## config.mk

```make
export PLATFORM = sky130hd
export DESIGN_NAME = register_machine_execute_unit
export DESIGN_NICKNAME = d
export VERILOG_FILES = /design/src/rme_pkg.sv /design/src/rme_regfile.sv /design/src/rme_divider.sv /design/src/register_machine_execute_unit.sv
export SDC_FILE = /design/constraint.sdc
export NUM_CORES = 2
export LEC_CHECK = 0
export BUFFER_PORTS_ARGS = -buffer_cell sky130_fd_sc_hd__buf_2
export CAP_MARGIN = 20
export CORE_ASPECT_RATIO = 1.2
export CORE_MARGIN = 4
export CORE_UTILIZATION = 46
export CTS_CLUSTER_DIAMETER = 120
export DETAILED_ROUTE_END_ITERATION = 8
export PLACE_DENSITY = 0.69
export SLEW_MARGIN = 20
export SYNTH_ARGS = -nofsm -noshare
export SYNTH_HDL_FRONTEND = slang
export SYNTH_SLANG_ARGS = --single-unit
```

## constraint.sdc

```tcl
create_clock -name clk -period 10.1 [get_ports clk]
set_input_delay 2.02 -clock clk [delete_from_list [all_inputs] [get_ports clk]]
set_output_delay 2.02 -clock clk [all_outputs]
set_load 0.005 [all_outputs]
```

## src/rme_pkg.sv

```systemverilog
// ----------------------------------------------------------------------------
// rme_pkg
// shared types and codes of the register machine execute unit
// ----------------------------------------------------------------------------
`timescale 1ns / 1ps
`default_nettype none

package rme_pkg;

  // register and operand width
  localparam int DATA_WIDTH = 32;
  // register index field width
  localparam int REG_IDX_W  = 5;

  // instruction codes
  typedef enum logic [3:0] {
    ACT_MOV  = 4'd0,
    ACT_INC  = 4'd1,
    ACT_DEC  = 4'd2,
    ACT_ADD  = 4'd3,
    ACT_SUB  = 4'd4,
    ACT_MUL  = 4'd5,
    ACT_DIV  = 4'd6,
    ACT_CMP  = 4'd7,
    ACT_JMP  = 4'd8,
    ACT_JNE  = 4'd9,
    ACT_JE   = 4'd10,
    ACT_JGE  = 4'd11,
    ACT_JG   = 4'd12,
    ACT_JLE  = 4'd13,
    ACT_JL   = 4'd14,
    ACT_READ = 4'd15
  } action_t;

  // last compare outcome
  localparam logic [1:0] CMP_EQ = 2'd0;
  localparam logic [1:0] CMP_GT = 2'd1;
  localparam logic [1:0] CMP_LT = 2'd2;

  // input word
  typedef struct packed {
    logic [3:0]           action;
    logic [REG_IDX_W-1:0] dest_reg;
    logic                 src_is_reg;
    logic [REG_IDX_W-1:0] src_reg;
    logic signed [31:0]   immediate;
  } in_word_t;

  // result word
  typedef struct packed {
    logic signed [DATA_WIDTH-1:0] dest_value;
    logic                         branch_taken;
    logic                         divide_error;
  } out_word_t;

endpackage

`default_nettype wire

```

## src/rme_regfile.sv

```systemverilog
// ----------------------------------------------------------------------------
// rme_regfile
// register file memory, one write port and two registered read ports,
// with a per-entry valid bit so that unwritten registers read as zero
// ----------------------------------------------------------------------------
`timescale 1ns / 1ps
`default_nettype none

module rme_regfile import rme_pkg::*; #(
  parameter int NUM_REGS = 26,
  parameter int AW       = $clog2(NUM_REGS)
) (
  input  logic                  clk,
  input  logic                  rst,
  input  logic                  rd_en,
  input  logic [AW-1:0]         rd_addr_a,
  input  logic [AW-1:0]         rd_addr_b,
  output logic [DATA_WIDTH-1:0] rd_data_a,
  output logic [DATA_WIDTH-1:0] rd_data_b,
  input  logic                  wr_en,
  input  logic [AW-1:0]         wr_addr,
  input  logic [DATA_WIDTH-1:0] wr_data
);

  logic [DATA_WIDTH-1:0] mem [NUM_REGS];
  logic [NUM_REGS-1:0]   valid;
  logic [DATA_WIDTH-1:0] data_a;
  logic [DATA_WIDTH-1:0] data_b;
  logic                  vld_a;
  logic                  vld_b;

  // written flags, cleared at reset
  always_ff @(posedge clk) begin
    if (rst) begin
      valid <= '0;
    end else if (wr_en) begin
      valid[wr_addr] <= 1'b1;
    end
  end

  // storage write
  always_ff @(posedge clk) begin
    if (wr_en) begin
      mem[wr_addr] <= wr_data;
    end
  end

  // registered reads
  always_ff @(posedge clk) begin
    if (rd_en) begin
      data_a <= mem[rd_addr_a];
      data_b <= mem[rd_addr_b];
      vld_a  <= valid[rd_addr_a];
      vld_b  <= valid[rd_addr_b];
    end
  end

  assign rd_data_a = vld_a ? data_a : '0;
  assign rd_data_b = vld_b ? data_b : '0;

endmodule

`default_nettype wire

```

## src/rme_divider.sv

```systemverilog
// ----------------------------------------------------------------------------
// rme_divider
// unsigned restoring divider, one quotient bit per cycle
// ----------------------------------------------------------------------------
`timescale 1ns / 1ps
`default_nettype none

module rme_divider import rme_pkg::*; (
  input  logic                  clk,
  input  logic                  rst,
  input  logic                  start,
  input  logic [DATA_WIDTH-1:0] dividend,
  input  logic [DATA_WIDTH-1:0] divisor,
  output logic                  done,
  output logic [DATA_WIDTH-1:0] quotient
);

  localparam int CW = $clog2(DATA_WIDTH + 1);

  logic                  busy;
  logic [CW-1:0]         cnt;
  logic [DATA_WIDTH:0]   rem;
  logic [DATA_WIDTH-1:0] quo;
  logic [DATA_WIDTH-1:0] dvs;
  logic [DATA_WIDTH:0]   shifted;
  logic [DATA_WIDTH+1:0] diff;
  logic [DATA_WIDTH:0]   rem_next;
  logic [DATA_WIDTH-1:0] quo_next;

  // one shift-subtract step
  always_comb begin
    shifted = {rem[DATA_WIDTH-1:0], quo[DATA_WIDTH-1]};
    diff    = {1'b0, shifted} - {2'b00, dvs};
    if (!diff[DATA_WIDTH+1]) begin
      rem_next = diff[DATA_WIDTH:0];
      quo_next = {quo[DATA_WIDTH-2:0], 1'b1};
    end else begin
      rem_next = shifted;
      quo_next = {quo[DATA_WIDTH-2:0], 1'b0};
    end
  end

  // iteration control
  always_ff @(posedge clk) begin
    if (rst) begin
      busy <= 1'b0;
      done <= 1'b0;
      cnt  <= '0;
    end else begin
      done <= 1'b0;
      if (start) begin
        busy <= 1'b1;
        cnt  <= CW'(DATA_WIDTH);
        rem  <= '0;
        quo  <= dividend;
        dvs  <= divisor;
      end else if (busy) begin
        rem <= rem_next;
        quo <= quo_next;
        cnt <= cnt - 1'b1;
        if (cnt == CW'(1)) begin
          busy <= 1'b0;
          done <= 1'b1;
        end
      end
    end
  end

  assign quotient = quo;

endmodule

`default_nettype wire

```

## src/register_machine_execute_unit.sv

```systemverilog
// ----------------------------------------------------------------------------
// register_machine_execute_unit
// executes one decoded instruction per input word on a register file
// ----------------------------------------------------------------------------
// One instruction is in flight at a time. A word accepted on the input starts
// the registered read of both operands from the register file memory. In
// S_READ the result is computed and registered; in S_WB it is written back
// together with loading the result register, once that register is free.
// A div with a nonzero divisor first runs through the bit-serial divider in
// S_DIV over 32 quotient-bit steps. The result register lets the next word be
// accepted while a finished result still waits on out_ready. Registers read
// as zero until written, so no clearing pass follows reset.
`timescale 1ns / 1ps
`default_nettype none

module register_machine_execute_unit import rme_pkg::*; #(
  parameter int NUM_REGS = 26
) (
  input  logic      clk,
  input  logic      rst,
  input  logic      in_valid,
  output logic      in_ready,
  input  in_word_t  in_data,
  output logic      out_valid,
  input  logic      out_ready,
  output out_word_t out_data
);

  localparam int AW = $clog2(NUM_REGS);

  typedef enum logic [2:0] {
    S_IDLE,
    S_READ,
    S_DIV,
    S_WB
  } state_t;

  state_t                state;
  in_word_t              item;
  logic                  dst_ok;
  logic                  src_ok;
  logic [1:0]            cmp_result;
  logic [1:0]            cmp_next;
  logic [DATA_WIDTH-1:0] res;
  logic [DATA_WIDTH-1:0] res_next;
  logic                  taken;
  logic                  taken_next;
  logic                  derr;
  logic                  derr_next;
  logic                  do_write;
  logic                  do_write_next;
  logic                  div_neg;
  logic                  div_start;
  logic                  div_done;
  logic [DATA_WIDTH-1:0] div_quo;
  logic [DATA_WIDTH-1:0] rd_a;
  logic [DATA_WIDTH-1:0] rd_b;
  logic [DATA_WIDTH-1:0] op_a;
  logic [DATA_WIDTH-1:0] op_b;
  logic [DATA_WIDTH-1:0] mag_a;
  logic [DATA_WIDTH-1:0] mag_b;
  logic                  accept;
  logic                  out_free;
  logic                  wr_en;

  assign in_ready = (state == S_IDLE);
  assign accept   = in_valid && in_ready;
  assign out_free = !out_valid || out_ready;
  assign wr_en    = (state == S_WB) && out_free && do_write && dst_ok;

  // register file memory
  rme_regfile #(
    .NUM_REGS (NUM_REGS),
    .AW       (AW)
  ) u_regfile (
    .clk       (clk),
    .rst       (rst),
    .rd_en     (accept),
    .rd_addr_a (AW'(in_data.dest_reg)),
    .rd_addr_b (AW'(in_data.src_reg)),
    .rd_data_a (rd_a),
    .rd_data_b (rd_b),
    .wr_en     (wr_en),
    .wr_addr   (AW'(item.dest_reg)),
    .wr_data   (res)
  );

  // operand selection, out-of-range registers read as zero
  always_comb begin
    op_a  = dst_ok ? rd_a : '0;
    if (item.src_is_reg) begin
      op_b = src_ok ? rd_b : '0;
    end else begin
      op_b = DATA_WIDTH'(item.immediate);
    end
    mag_a = op_a[DATA_WIDTH-1] ? -op_a : op_a;
    mag_b = op_b[DATA_WIDTH-1] ? -op_b : op_b;
  end

  assign div_start = (state == S_READ) && (action_t'(item.action) == ACT_DIV) &&
                     (op_b != '0);

  // signed three-way compare of the operands
  always_comb begin
    if (op_a == op_b) begin
      cmp_next = CMP_EQ;
    end else if ($signed(op_a) > $signed(op_b)) begin
      cmp_next = CMP_GT;
    end else begin
      cmp_next = CMP_LT;
    end
  end

  // execute datapath for the held word
  always_comb begin
    res_next      = op_a;
    taken_next    = 1'b0;
    derr_next     = 1'b0;
    do_write_next = 1'b0;
    case (action_t'(item.action))
      ACT_MOV: begin
        res_next      = op_b;
        do_write_next = 1'b1;
      end
      ACT_INC: begin
        res_next      = op_a + 1'b1;
        do_write_next = 1'b1;
      end
      ACT_DEC: begin
        res_next      = op_a - 1'b1;
        do_write_next = 1'b1;
      end
      ACT_ADD: begin
        res_next      = op_a + op_b;
        do_write_next = 1'b1;
      end
      ACT_SUB: begin
        res_next      = op_a - op_b;
        do_write_next = 1'b1;
      end
      ACT_MUL: begin
        res_next      = op_a * op_b;
        do_write_next = 1'b1;
      end
      ACT_DIV: begin
        if (op_b == '0) begin
          derr_next = 1'b1;
        end else begin
          do_write_next = 1'b1;
        end
      end
      ACT_JMP: begin
        res_next   = '0;
        taken_next = 1'b1;
      end
      ACT_JNE: begin
        res_next   = '0;
        taken_next = (cmp_result != CMP_EQ);
      end
      ACT_JE: begin
        res_next   = '0;
        taken_next = (cmp_result == CMP_EQ);
      end
      ACT_JGE: begin
        res_next   = '0;
        taken_next = (cmp_result == CMP_EQ) || (cmp_result == CMP_GT);
      end
      ACT_JG: begin
        res_next   = '0;
        taken_next = (cmp_result == CMP_GT);
      end
      ACT_JLE: begin
        res_next   = '0;
        taken_next = (cmp_result != CMP_GT);
      end
      ACT_JL: begin
        res_next   = '0;
        taken_next = (cmp_result != CMP_EQ) && (cmp_result != CMP_GT);
      end
      default: begin
        res_next = op_a;
      end
    endcase
  end

  // single iterative divider on magnitudes
  rme_divider u_divider (
    .clk      (clk),
    .rst      (rst),
    .start    (div_start),
    .dividend (mag_a),
    .divisor  (mag_b),
    .done     (div_done),
    .quotient (div_quo)
  );

  // sequencer and result register
  always_ff @(posedge clk) begin
    if (rst) begin
      state      <= S_IDLE;
      cmp_result <= CMP_EQ;
      out_valid  <= 1'b0;
    end else begin
      if ((state == S_WB) && out_free) begin
        out_valid <= 1'b1;
      end else if (out_ready) begin
        out_valid <= 1'b0;
      end
      case (state)
        S_IDLE: begin
          if (accept) begin
            item   <= in_data;
            dst_ok <= int'(in_data.dest_reg) < NUM_REGS;
            src_ok <= int'(in_data.src_reg) < NUM_REGS;
            state  <= S_READ;
          end
        end
        S_READ: begin
          res      <= res_next;
          taken    <= taken_next;
          derr     <= derr_next;
          do_write <= do_write_next;
          div_neg  <= op_a[DATA_WIDTH-1] ^ op_b[DATA_WIDTH-1];
          if (action_t'(item.action) == ACT_CMP) begin
            cmp_result <= cmp_next;
          end
          state <= div_start ? S_DIV : S_WB;
        end
        S_DIV: begin
          if (div_done) begin
            res   <= div_neg ? -div_quo : div_quo;
            state <= S_WB;
          end
        end
        S_WB: begin
          if (out_free) begin
            out_data.dest_value   <= dst_ok ? res : '0;
            out_data.branch_taken <= taken;
            out_data.divide_error <= derr;
            state                 <= S_IDLE;
          end
        end
        default: begin
          state <= S_IDLE;
        end
      endcase
    end
  end

endmodule

`default_nettype wire

```

* Word level (Yosys, flattened, before mapping)
Memories as Yosys holds them, arrays and structs flattened. A register that Yosys moved wholly into a read port is not among the register bits. Index checks and enable logic that the tools add are counted.
Word-level totals: register bits 252, RAM bits 832, output and inout port bits 36, logic and storage cells 149, memories kept 1
Memory list:
- u_regfile.mem | words 26, bits a word 32, read ports 2, clocked after Yosys merged registers in 2, write ports 1, RTL line rme_regfile.sv:25 | logic [DATA_WIDTH-1:0] mem [NUM_REGS];
Operators by class: add/sub/neg operators 9, multipliers 1, $lt $le $gt $ge 7, equality and inequality tests 24, multiplexer cells 43, bitwise logic cells 4, reduce and logical (&&, ||, !) cells 32
Operators by type and width (count):
- 32-bit 2-to-1 mux | 12
- 32-bit one-hot mux with 7 select lines | 1
- 32-bit negator | 3
- 32-bit one-hot mux with 2 select lines | 1
- 33-bit by 32-bit subtractor with 34-bit output | 1
- 32-bit by 1-bit adder with 32-bit output, second input constant | 1
- 32-bit adder | 1
- 32-bit == test | 1
- 32-bit > comparator | 1
- 32-bit logical NOT | 1
- 32-bit by 32-bit multiplier with 32-bit output | 1
- 32-bit nonzero test | 1
- 32-bit by 1-bit subtractor with 32-bit output, second input constant | 1
- 32-bit subtractor | 1
- 31-bit 2-to-1 mux | 1
- 4-bit == test, second input constant | 7
- 26-bit bitwise OR | 1
- 5-bit by 6-bit < comparator with 1-bit output, second input constant | 3
- 4-bit by 3-bit == test with 1-bit output, second input constant | 4
- 1-bit 2-to-1 mux | 15
- 6-bit 2-to-1 mux | 2
- 3-bit one-hot mux with 4 select lines | 1
- 3-bit AND reduction | 4
- 1-bit binary-select mux with 5-bit select | 2
- 30 further kinds | 53

* Depth between registers and ports, before layout
depth after elaboration 7, mapped depth 34, depth with buffers taken out 30

* By module
From an unflattened synthesis, not the netlist that was laid out.
Unflattened totals: cell total of the unflattened synthesis 5776, area total of the unflattened synthesis 73898.4 um^2
Modules (own cells, without submodules):
- rme_regfile | times used 1, cells an instance 2207, area each 41594.9 um^2
- register_machine_execute_unit | times used 1, cells an instance 3067, area each 26514.2 um^2
- rme_divider | times used 1, cells an instance 502, area each 5789.3 um^2

* Worst setup path after synthesis
No wires, ideal clock.
kind register to register, from register item[37] (netlist name), to register res[31] (data pin), setup time 0.264 ns, data arrival time 8.010 ns, required time 9.836 ns, slack 1.826 ns, cell stages (with the launch flop) 32, buffers on the path 5, cell sequence edfxtp_1 > buf_6 > buf_6 > buf_6 > a31oi_1 > clkbuf_1 > clkbuf_1 > nor2_1 > fa_1 > inv_1 > fa_1 > fa_1 > fa_1 > inv_1 > fa_1 > inv_1 > fa_1 > inv_1 > fa_1 > fa_1 > ha_1 > a21o_1 > a21o_1 > a21oi_1 > nor4b_1 > a211oi_1 > o21ai_0 > o21bai_1 > a31oi_1 > xnor2_1 > nor2_1 > o41a_1
Between the ends: longest elaborated chain between the ends 4, elaborated cells between the ends (all ways) 6
Ends and longest elaborated chain:
- from (decl) | RTL line register_machine_execute_unit.sv:39 | in_word_t item;
- from (signal assigned) | RTL line register_machine_execute_unit.sv:212 | item <= in_data;
- 32-bit 2-to-1 mux (*) | RTL line register_machine_execute_unit.sv:91 | if (item.src_is_reg) begin
- 32-bit by 32-bit multiplier with 32-bit output, or another cell as far along | RTL line register_machine_execute_unit.sv:142 | res_next = op_a * op_b;
- 32-bit one-hot mux with 7 select lines (*) | RTL line register_machine_execute_unit.sv:120 | case (action_t'(item.action))
- 32-bit one-hot mux with 2 select lines (*) | RTL line register_machine_execute_unit.sv:209 | case (state)
- to (signal assigned) | RTL line register_machine_execute_unit.sv:219 | res <= res_next;
- to (signal assigned) | RTL line register_machine_execute_unit.sv:231 | res <= div_neg ? -div_quo : div_quo;
- to (decl) | RTL line register_machine_execute_unit.sv:44 | logic [DATA_WIDTH-1:0] res;
Mark *: on every way between the ends. The rest lies on a longest branch, timed or not. A chain may end at the register's enable or synchronous reset.

* Worst setup path in the final report
Ends and elaborated chain as after synthesis.

==> results.json <==
{
  "cts_resized": 0,
  "crit_type": "reg -> reg",
  "avgSynthCellArea_um2": 12.2,
  "synth-edff-count": 1108,
  "cts_buffers": 117,
  "slew_viol_final": 0,
  "setup_violations": 0,
  "yosys_warnings": 0,
  "chipWidth_um": 375,
  "layout_commonest_cell": "edfxtp_1",
  "cts_buffer_depth": 3,
  "path_max_fanout": 22,
  "min_path_type": "reg -> reg",
  "antenna_left": 0,
  "skew_ns": 0.0636,
  "tightest_slew_ns": 1.23,
  "fmax_ghz": 0.107,
  "yosysUniqueCellTypes": 85,
  "timing.final.crit_share_pct": 92.9,
  "start_util_pct": 46.3,
  "fin_cells": 8383,
  "antenna_found_initial": 19,
  "end_kind": "register",
  "clock-sinks": 1147,
  "rows": 161,
  "synthesis.area_mm2": 0.0744,
  "place_inst": 8159,
  "rsz0062_at_grt": "false",
  "grt_usage_pct": 29.9,
  "cap_violations": 0,
  "final_hold_viol_count": 0,
  "ys_ff_latch": 1147,
  "cp_data_arrival_time_ns": 9.86,
  "clk_pin_slew_worst_paths_ns": 0.07,
  "drive_gt1_share_pct": 14.3,
  "grt_pass1_wl_mm": 366,
  "synth_fp_nets": 6814,
  "grt_max_degree": 110,
  "cts_root_buf": "clkbuf_16",
  "required_ns": 10.57,
  "nets": 6865,
  "core_area_mm2": 0.161,
  "post_cts_buffers": 0,
  "place_hpwl_mm": 173,
  "gp_congestion": 1.02,
  "postSynth.asyncResetShare_pct": 0,
  "relSlewSlack_pct": 17.7,
  "final_cell_mix": "1108 x edfxtp_1, 650 x nor2_1, 510 x inv_1, 438 x nand2_1, 411 x fa_1",
  "num_vias": 52948,
  "fillers": 13716,
  "grt-ovfl-total": 0,
  "dp_slack_ns": 0.906,
  "die_h_um": 448,
  "synth_seq_area_share_pct": 45.8,
  "holdWs_ns": 0.428,
  "start_kind": "register",
  "fin_tns_setup_ns": 0,
  "final_util_pct": 51.2,
  "h-tree-depth": 3,
  "status": "finished clean",
  "drt_pass1_iterations": 6,
  "worst_slack_ns": 0.715,
  "pwr_density_cell_mw_per_mm2": 206,
  "port_buffers": 86,
  "ys.flop_type": "edfxtp_1",
  "drc": 0,
  "drt-total-wl_mm": 254,
  "ir_drop_mv": 0.186,
  "cts_tree": "done",
  "syn_to_final_growth_pct": 10.4,
  "p_leak_uw": 0.0312,
  "synthCells": 6109,
  "fin_crit_ns": 9.38,
  "viasPerCell": 6.32,
  "hold_buffers": 0,
  "io_pins": 87,
  "wire_per_inst_um": 30.3,
  "clock_latency_ns": 0.77,
  "die_area_mm2": 0.168,
  "grt_pass1_vias": 53623,
  "drtIter0Drc": 6117
}
==> cell type report <==
| type | instances | area [um^2] | share of cell area (%) |
|---|---|---|---|
| tap | 2119 | 2650 | 3.23 |
| clock inverter | 80 | 1110 | 1.36 |
| inverter | 541 | 2030 | 2.47 |
| antenna | 4 | 10.0 | 0.0122 |
| multi-input combinational | 4067 | 37200 | 45.3 |
| timing repair buffer | 286 | 2040 | 2.48 |
| sequential | 1147 | 34100 | 41.5 |
| clock buffer | 139 | 3050 | 3.72 |
==> critical path, stage by stage, from the launching register on <==
cell	delay [ns]
edfxtp_1	0.68
buf_4	0.28
nor2b_1	0.09
a31oi_4	0.65
clkinv_1	0.78
nand2_1	0.30
fa_1	0.41
inv_1	0.08
fa_1	0.40
inv_1	0.08
fa_1	0.45
fa_1	0.55
inv_1	0.06
fa_1	0.48
fa_1	0.60
fa_1	0.44
fa_1	0.45
ha_1	0.38
nand2_1	0.16
nor4b_1	0.44
a211oi_1	0.09
o21ai_0	0.08
o21bai_1	0.21
buf_4	0.18
a31oi_1	0.10
xnor2_1	0.20
nor2_1	0.06
o41a_1	0.36
==> per-stage QoR <==
stage	power (uW)	area, um^2
finish	16900	82100
global placement	12100	77900
global route	17700	82100
floorplan	9680	74400
detailed placement	12100	77900
CTS	16900	82100
==> kinds of logic after synthesis <==
logic type	after synthesis	synth area share (%)
fa+ha+maj	654	15.2
buf+inv	895	4.63
compound gates	1047	9.36
simple gates	1426	8.26
flops	1147	45.8
xor+xnor	254	3.03
mux	686	13.8
==> per-layer routing <==
| layer | vias up | track usage, % | part of all wire [%] |
|---|---|---|---|
| met5 | - | 0 | 0.024 |
| met4 | 10 | 18.1 | 7.2 |
| met3 | 785 | 6.07 | 9.7 |
| met2 | 3030 | 48.8 | 47 |
| met1 | 26848 | 36.8 | 36 |
| li1 | 22275 | - | - |
==> worst paths after layout <==
check        depth (start not counted)     start     endpoint  slack (ns)
max reg2reg                         27  item[37]      res[31]        0.72
min                                  0     taken  out_data[1]        0.43
min reg2reg                          0     taken  out_data[1]        0.43
max                                 27  item[37]      res[31]        0.72
==> synth_stat cells, types with 74 or more instances <==
cell / n / area share [%]
fa_1: 411 / 11
o211ai_1: 74 / 0.75
o221ai_1: 84 / 0.99
buf_1: 86 / 0.43
ha_1: 243 / 4.1
mux4_2: 264 / 8.0
nor2_1: 678 / 3.4
clkbuf_1: 240 / 1.2
a21oi_1: 237 / 1.6
o22ai_1: 86 / 0.72
inv_1: 510 / 2.6
xnor2_1: 166 / 2.0
edfxtp_1: 1108 / 45
nand2_1: 440 / 2.2
o21ai_0: 191 / 1.3
o31ai_1: 120 / 1.2
xor2_1: 86 / 1.0
mux2i_1: 358 / 4.8
==> where the power goes <==
group	internal (uW)	switching, uW
Clock	2770	1920
Combinational	2330	3920
Sequential	5630	348
Total	10700	6190
==> flip-flops by register name, indices dropped and copies added (netlist names), 2 cells and up <==
signal	count
u_regfile.valid	26
u_regfile.data_a	32
u_regfile.mem	832
u_divider.quotient	32
u_divider.cnt	6
u_regfile.data_b	32
res	32
u_divider.dvs	32
cmp_result	2
u_divider.rem	32
out_data	34
item	42
state	2
Note: power is estimated with default switching activity, not from simulation.
